## src/tlc_pkg.sv

```systemverilog
// Shared types and constants for the two-layer tile map pixel compositor.
package tlc_pkg;

    localparam logic [2:0] FUNC_TILE     = 3'd0;
    localparam logic [2:0] FUNC_BG_MAP   = 3'd1;
    localparam logic [2:0] FUNC_CARD_MAP = 3'd2;
    localparam logic [2:0] FUNC_CARD_PAL = 3'd3;
    localparam logic [2:0] FUNC_BG_PAL   = 3'd4;
    localparam logic [2:0] FUNC_QUERY    = 3'd5;

    localparam int PAL_DEPTH      = 16;
    localparam int BYTES_PER_TILE = 32;
    localparam int MAP_IDX_W      = 12;
    localparam int HFLIP_BIT      = 10;
    localparam int VFLIP_BIT      = 11;
    localparam int QUEUE_DEPTH    = 4;
    localparam int QUEUE_CNT_W    = 3;

    typedef struct packed {
        logic [2:0]  func;
        logic [12:0] addr;
        logic [15:0] wdata;
        logic [7:0]  px;
        logic [7:0]  py;
    } in_t;

    typedef struct packed {
        logic [15:0] color;
        logic        card_opaque;
        logic        is_pixel;
    } out_t;

    typedef enum logic [2:0] {
        OP_NONE,
        OP_TILE,
        OP_BG_MAP,
        OP_CARD_MAP,
        OP_CARD_PAL,
        OP_BG_PAL,
        OP_QUERY
    } op_t;

    typedef struct packed {
        op_t                   op;
        logic [12:0]           addr;
        logic [15:0]           wdata;
        logic [MAP_IDX_W-1:0]  map_idx;
        logic                  in_map;
        logic [2:0]            fx;
        logic [2:0]            fy;
    } job_t;

    typedef struct packed {
        logic                   head_valid;
        logic [QUEUE_CNT_W-1:0] level;
    } queue_stat_t;

endpackage

```

## src/tlc_queue.sv

```systemverilog
// Small request queue between the front classifier and the back pipeline.
module tlc_queue (
    input  logic               aclk,
    input  logic               aresetn,
    input  logic               push,
    input  tlc_pkg::job_t      push_job,
    output logic               full,
    input  logic               pop,
    output tlc_pkg::job_t      head_job,
    output tlc_pkg::queue_stat_t stat
);

    localparam int PTR_W = $clog2(tlc_pkg::QUEUE_DEPTH);

    tlc_pkg::job_t                   queue_reg [tlc_pkg::QUEUE_DEPTH];
    logic [PTR_W-1:0]                wr_ptr_reg, wr_ptr_next;
    logic [PTR_W-1:0]                rd_ptr_reg, rd_ptr_next;
    logic [tlc_pkg::QUEUE_CNT_W-1:0] count_reg, count_next;
    logic                            do_push, do_pop;

    assign full     = (count_reg == tlc_pkg::QUEUE_CNT_W'(tlc_pkg::QUEUE_DEPTH));
    assign do_push  = push && !full;
    assign do_pop   = pop && (count_reg != '0);
    assign head_job = queue_reg[rd_ptr_reg];

    assign stat.head_valid = (count_reg != '0);
    assign stat.level      = count_reg;

    always_comb begin
        wr_ptr_next = do_push ? wr_ptr_reg + 1'b1 : wr_ptr_reg;
        rd_ptr_next = do_pop ? rd_ptr_reg + 1'b1 : rd_ptr_reg;
        count_next  = count_reg;
        if (do_push && !do_pop) begin
            count_next = count_reg + 1'b1;
        end else if (do_pop && !do_push) begin
            count_next = count_reg - 1'b1;
        end
    end

    always_ff @(posedge aclk) begin
        if (!aresetn) begin
            wr_ptr_reg <= '0;
            rd_ptr_reg <= '0;
            count_reg  <= '0;
        end else begin
            wr_ptr_reg <= wr_ptr_next;
            rd_ptr_reg <= rd_ptr_next;
            count_reg  <= count_next;
        end
    end

    always_ff @(posedge aclk) begin
        if (do_push) begin
            queue_reg[wr_ptr_reg] <= push_job;
        end
    end

endmodule

```

## src/tlc_front.sv

```systemverilog
// Front end: accepts requests, range-checks writes, maps queries to tile positions.
module tlc_front #(
    parameter int TILE_COUNT       = 192,
    parameter int MAP_WIDTH_TILES  = 30,
    parameter int MAP_HEIGHT_TILES = 20
) (
    input  logic                 aclk,
    input  logic                 aresetn,
    input  logic                 s_valid,
    output logic                 s_ready,
    input  tlc_pkg::in_t         s_payload,
    input  logic                 pop,
    output tlc_pkg::job_t        head_job,
    output tlc_pkg::queue_stat_t stat
);

    localparam int SHEET_BYTES = TILE_COUNT * tlc_pkg::BYTES_PER_TILE;
    localparam int MAP_ENTRIES = MAP_WIDTH_TILES * MAP_HEIGHT_TILES;

    tlc_pkg::job_t job;
    logic          full;
    logic [4:0]    col, row;

    assign col = s_payload.px[7:3];
    assign row = s_payload.py[7:3];

    always_comb begin
        job.addr    = s_payload.addr;
        job.wdata   = s_payload.wdata;
        job.fx      = s_payload.px[2:0];
        job.fy      = s_payload.py[2:0];
        job.in_map  = (32'(col) < MAP_WIDTH_TILES) && (32'(row) < MAP_HEIGHT_TILES);
        job.map_idx = tlc_pkg::MAP_IDX_W'(32'(row) * MAP_WIDTH_TILES + 32'(col));
        job.op      = tlc_pkg::OP_NONE;
        unique case (s_payload.func)
            tlc_pkg::FUNC_TILE: begin
                if (32'(s_payload.addr) < SHEET_BYTES) job.op = tlc_pkg::OP_TILE;
            end
            tlc_pkg::FUNC_BG_MAP: begin
                if (32'(s_payload.addr) < MAP_ENTRIES) job.op = tlc_pkg::OP_BG_MAP;
            end
            tlc_pkg::FUNC_CARD_MAP: begin
                if (32'(s_payload.addr) < MAP_ENTRIES) job.op = tlc_pkg::OP_CARD_MAP;
            end
            tlc_pkg::FUNC_CARD_PAL: begin
                if (32'(s_payload.addr) < tlc_pkg::PAL_DEPTH) job.op = tlc_pkg::OP_CARD_PAL;
            end
            tlc_pkg::FUNC_BG_PAL: begin
                if (32'(s_payload.addr) < tlc_pkg::PAL_DEPTH) job.op = tlc_pkg::OP_BG_PAL;
            end
            tlc_pkg::FUNC_QUERY: begin
                job.op = tlc_pkg::OP_QUERY;
            end
            default: begin
                job.op = tlc_pkg::OP_NONE;
            end
        endcase
    end

    assign s_ready = !full;

    tlc_queue u_queue (
        .aclk     (aclk),
        .aresetn  (aresetn),
        .push     (s_valid),
        .push_job (job),
        .full     (full),
        .pop      (pop),
        .head_job (head_job),
        .stat     (stat)
    );

endmodule

```

## config.mk

```make
export PLATFORM = sky130hd
export DESIGN_NAME = tlc_front
export DESIGN_NICKNAME = d
export VERILOG_FILES = /design/src/tlc_pkg.sv /design/src/tlc_queue.sv /design/src/tlc_front.sv
export SDC_FILE = /design/constraint.sdc
export NUM_CORES = 1
export LEC_CHECK = 0
export BUFFER_PORTS_ARGS = -buffer_cell sky130_fd_sc_hd__buf_4
export CAP_MARGIN = 15
export CORE_MARGIN = 5
export CORE_UTILIZATION = 55
export DETAILED_ROUTE_END_ITERATION = 7
export GPL_TIMING_DRIVEN = 0
export HOLD_SLACK_MARGIN = 0.1
export PLACE_DENSITY = 0.85
export SYNTH_ARGS = -nofsm -noshare
export SYNTH_HDL_FRONTEND = slang
export SYNTH_SLANG_ARGS = --single-unit
```

## constraint.sdc

```tcl
create_clock -name aclk -period 3.8 [get_ports aclk]
set_input_delay 0.38 -clock aclk [delete_from_list [all_inputs] [get_ports aclk]]
set_output_delay 0.38 -clock aclk [all_outputs]
set_load 0.005 [all_outputs]
```

==> Word level (Yosys, flattened, before mapping) <==
Memories as Yosys holds them, arrays and structs flattened. A register that Yosys moved wholly into a read port is not among the register bits.
Index checks and enable logic that the tools add are counted.
{ "totals": {"n_memories": 1, "ff_bits": 7, "ram_bits": 200, "word_cells": 44} }
{ "op_classes": {"reduce_logical": 11, "n_mul": 1, "n_mux": 12, "n_eq_ne": 6, "addsub": 5, "n_lt_le_gt_ge": 5} }
{ "mem_list": {"columns": ["memory", "words", "word_bits", "rd", "rd_clocked_by_memory_dff", "wr", "line_no", "text"], "rows": [
  ["u_queue.queue_reg", 4, 50, 1, 1, 1, "tlc_queue.sv:15", "tlc_pkg::job_t queue_reg [tlc_pkg::QUEUE_DEPTH];"]
]} }
{ "ops": {"columns": ["op", "n"], "rows": [
  ["$pmux 3 s6", 1],
  ["$lt 13x10->1 const B", 1],
  ["$lt 13x13->1 const B", 1],
  ["$lt 13x5->1 const B", 1],
  ["$mux 3", 4],
  ["$add 10x5->11", 1],
  ["$lt 5x5->1 const B", 2],
  ["$eq 3x3->1 const B", 3],
  ["$mul 5x4->9 const B", 1],
  ["$mux 2", 4],
  ["$eq 3x2->1 const B", 2],
  ["$logic_and 1x1->1", 5],
  ["$add 2x1->2 const B", 2],
  ["$add 3x1->3 const B", 1],
  ["$eq 3x1->1 const B", 1],
  ["$logic_not 1->1", 3],
  ["$logic_not 3->1", 1],
  ["$mux 1", 3],
  ["$reduce_bool 3->1", 1],
  ["$sub 3x1->3 const B", 1],
  ["$reduce_bool 2->1", 1]
]} }

==> Longest topological paths before layout <==
{ "depth": {"depth_word": 7, "depth_mapped": 11} }

==> Modules after synthesis <==
Synthesis repeated with hierarchy kept, for this count alone.
{ "hier_totals": {"cells_unflattened": 427, "hier_area_um2": 8798.4} }
{ "by_module_without_submodules": {"columns": ["module", "n_inst", "area_per_inst_um2", "cells_per_inst"], "rows": [
  ["tlc_queue", 1, 7898.8, 315],
  ["tlc_front", 1, 899.6, 112]
]} }

==> Worst setup path after synthesis <==
Ideal clock, no wire load.
{ "synth_timing": {"path_kind": "input to register", "start": "input port s_payload[3] (netlist name)", "end": "memory u_queue.queue_reg[0][15] (netlist name), data pin", "setup_ns": 0.271, "path_stages": 11, "setup_slack_ns": 0.471, "required_ns": 3.529, "t_arrival_ns": 3.058, "cell_sequence": "fa_1 > fa_1 > inv_1 > fa_1 > inv_1 > ha_1 > a21oi_1 > o21ai_0 > nand2b_1 > and3b_1 > xor2_1"} }
{ "synth_lines": {"columns": ["item", "line_no", "text"], "rows": [
  ["start: declaration", "tlc_front.sv:11", "input tlc_pkg::in_t s_payload,"],
  ["end: declaration", "tlc_queue.sv:15", null]
]} }

==> impl_metrics.csv <==
group,metric,value,unit
run_status,status,"completed",
global_route,antenna_found_initial,0,
setup_path,worstPathCellList,"buf_4, fa_1, fa_1, inv_1, fa_1, inv_1, ha_1, a21oi_1, o21ai_0, nand2b_1, and3b_1, xor2_1",
layout,largest_reg_flops,200,
floorplan,die_w,135,um
floorplan,die_h,135,um
worst_hold_path,min_path_type,"in2reg",
floorplan,core-area,15200,um^2
power_and_ir_drop,p_leak,3.76,nW
place,hpwl,10.4,mm
timing,fin_skew,0.00695,ns
layout,final_common_cell,"edfxtp_1",
synth,ys_ff_latch,209,
floorplan,dieArea,18100,um^2
layout,drive_gt1_frac,0.345,
routing,drtIter0Drc,242,
timing,slew_violations,0,
timing,timing.final.crit_period,3.25,ns
timing,setup_violations,0,
routing,vias,4433,
setup_path,critPathLaunchType,"primary input",
routing,drc,0,
synth,ys_async_sr_fraction,0,
timing,tightest_slew,0.859,ns
timing,rsz0062_at_grt,"false",
clocking,cts-htree-levels,1,
layout,area_growth,24.0,%
place,placedCellCount,714,
synth,synth_area,8530,um^2
setup_path,slowest_delay,0.53,ns
setup_path,cpMostUsedCell,"fa_1",
global_route,grt.overflow.total,0,
synth,ys_warn_count,0,
routing,wl_per_cell,20.8,um
setup_path,end_kind,"flip-flop",
setup_path,criticalPathCategory,"in2reg",
floorplan,rows,45,
setup_path,crit_fanout,4,
setup_path,crit_slowest_cell,"fa_1",
routing,firstDrtPassIters,6,
clocking,numCtsBuffers,21,
clocking,cts_resized,0,
setup_path,crit_buf_inv,3,
clocking,cts_tree,"yes",
floorplan,start_util,0.561,
synth,synth-edff-count,200,
layout,stdcell_count,779,
setup_path,cp_top_family,"adder cells",
layout,final_cell_mix,"200 x edfxtp_1, 107 x buf_4, 50 x mux4_2",
synth,synth_nets,499,
timing,hold_violations,0,
routing,drt_wl_total,16.2,mm
power_and_ir_drop,cellPowerDensity,645,nW/um^2
layout,fin_nets,660,
place,io_buffers,106,
timing,slew_headroom,0.428,
layout,fill_cells,975,
power_and_ir_drop,vdd.ir_drop.worst,317,uV
routing,drtAntennaViolNets,0,
clocking,clock_sinks,209,
clocking,clockRootBuffer,"clkbuf_16",
timing,min_period_over_period,0.855,
global_route,grt_first_pass_wirelength,26.2,mm
clocking,cts_max_path_buffers,3,
flow_run,max_cap_violations,0,
global_route,grtUsageTotal,0.186,
global_route,grt_pass1_vias,4968,
setup_path,worstPathArrival,3.52,ns
timing,max_freq,0.308,GHz
floorplan,io_pins,108,
synth,syn_inst,416,
synth,synth_flop_cell,"edfxtp_1",
routing,via_per_inst,5.69,
synth,ys_types,45,
timing,tns,0,ns
synth,yosysSeqAreaShare,0.725,
setup_path,cp.required,4.07,ns
synth,synth.avg_cell_area,20.5,um^2
global_route,grt_max_degree,32,
place,globalplace.congestion,0.797,
clocking,insertion_delay,0.48,ns
clocking,clk_pin_slew,0.06,ns
layout,antenna_cells,0,
==> area by class of cell <==
type	count	area, um^2	area share
buffer	14	62.6	0.00592
clock buffer	26	564	0.0534
clock inverter	11	82.6	0.00781
inverter	21	78.8	0.00745
multi-input combinational	172	2210	0.209
sequential	209	6190	0.585
tap	188	235	0.0222
timing repair buffer	138	1160	0.109
==> final timing paths <==
path / slack, ns / depth (start not counted) / startpoint / end
setup / recovery: 0.55 / 12 / s_payload[3] / u_queue.queue_reg[1][15]
hold / removal: 0.12 / 1 / s_payload[19] / u_queue.queue_reg[3][21]
setup reg to reg: 1.32 / 10 / u_queue.count_reg[0] / u_queue.count_reg[2]
hold reg to reg: 0.58 / 2 / u_queue.count_reg[2] / u_queue.count_reg[2]
==> synthesized netlist by cell type (6+ instances only) <==
| library cell | instances | area (um^2) |
|---|---|---|
| edfxtp_1 | 200 | 6010 |
| fa_1 | 9 | 180 |
| mux4_2 | 50 | 1130 |
| xnor2_1 | 10 | 87.6 |
| and2_1 | 6 | 37.5 |
| inv_1 | 21 | 78.8 |
| dfxtp_1 | 9 | 180 |
| nor2b_1 | 7 | 43.8 |
| nand2_1 | 8 | 30.0 |
| clkbuf_1 | 6 | 22.5 |
| ha_1 | 22 | 275 |
| o21ai_0 | 6 | 30.0 |
==> layer usage <==
metal | share of wire | global-route usage | vias to the layer above
met5 | 0 | 0 | -
met4 | 0.021 | 0.0549 | 0
met3 | 0.052 | 0.0298 | 29
met2 | 0.53 | 0.334 | 131
met1 | 0.39 | 0.235 | 2281
li1 | - | - | 1992
==> per-stage QoR <==
stage	hold WS, ns	setup WS (ns)	utilization	power, W	instance area, um^2
6_report	0.118	0.550	0.696	0.00682	10600
5_1_grt	0.104	0.376	0.696	0.00716	10600
4_1_cts	0.101	0.536	0.696	0.00688	10600
3_5_place_dp	0.544	0.0450	0.635	0.00494	9650
3_3_place_gp	0.510	0.200	0.629	0.00486	9560
2_1_floorplan	0.479	0.471	-	0.00412	8530
==> report_power, final <==
part / switching (W) / internal [W] / leakage, nW
Combinational: 0.000902 / 0.00101 / 1.54
Clock: 0.000790 / 0.00112 / 0.309
Sequential: 0.0000871 / 0.00290 / 1.91
==> logic make-up (layout without fill, tap and decap cells) <==
kind of cell	count (synthesis)	in the layout	synth area share
XOR/XNOR	14	14	0.0144
flip-flops	209	209	0.725
other	1	1	0.000440
AO/OA/AOI/OAI	24	24	0.0207
multiplexers	53	53	0.136
AND/OR/NAND/NOR	49	49	0.0339
adder cells (fa/ha/maj)	31	31	0.0534
buffers and inverters	35	210	0.0166
==> timing repair <==
| item | in CTS | in global routing |
|---|---|---|
| hold buffers | 28 | 0 |
| hold endpoints to repair | 102 | 0 |
| setup endpoints to repair | 0 | 0 |
| buffers inserted | 0 | 0 |
Power figures use the tool's default switching activity.
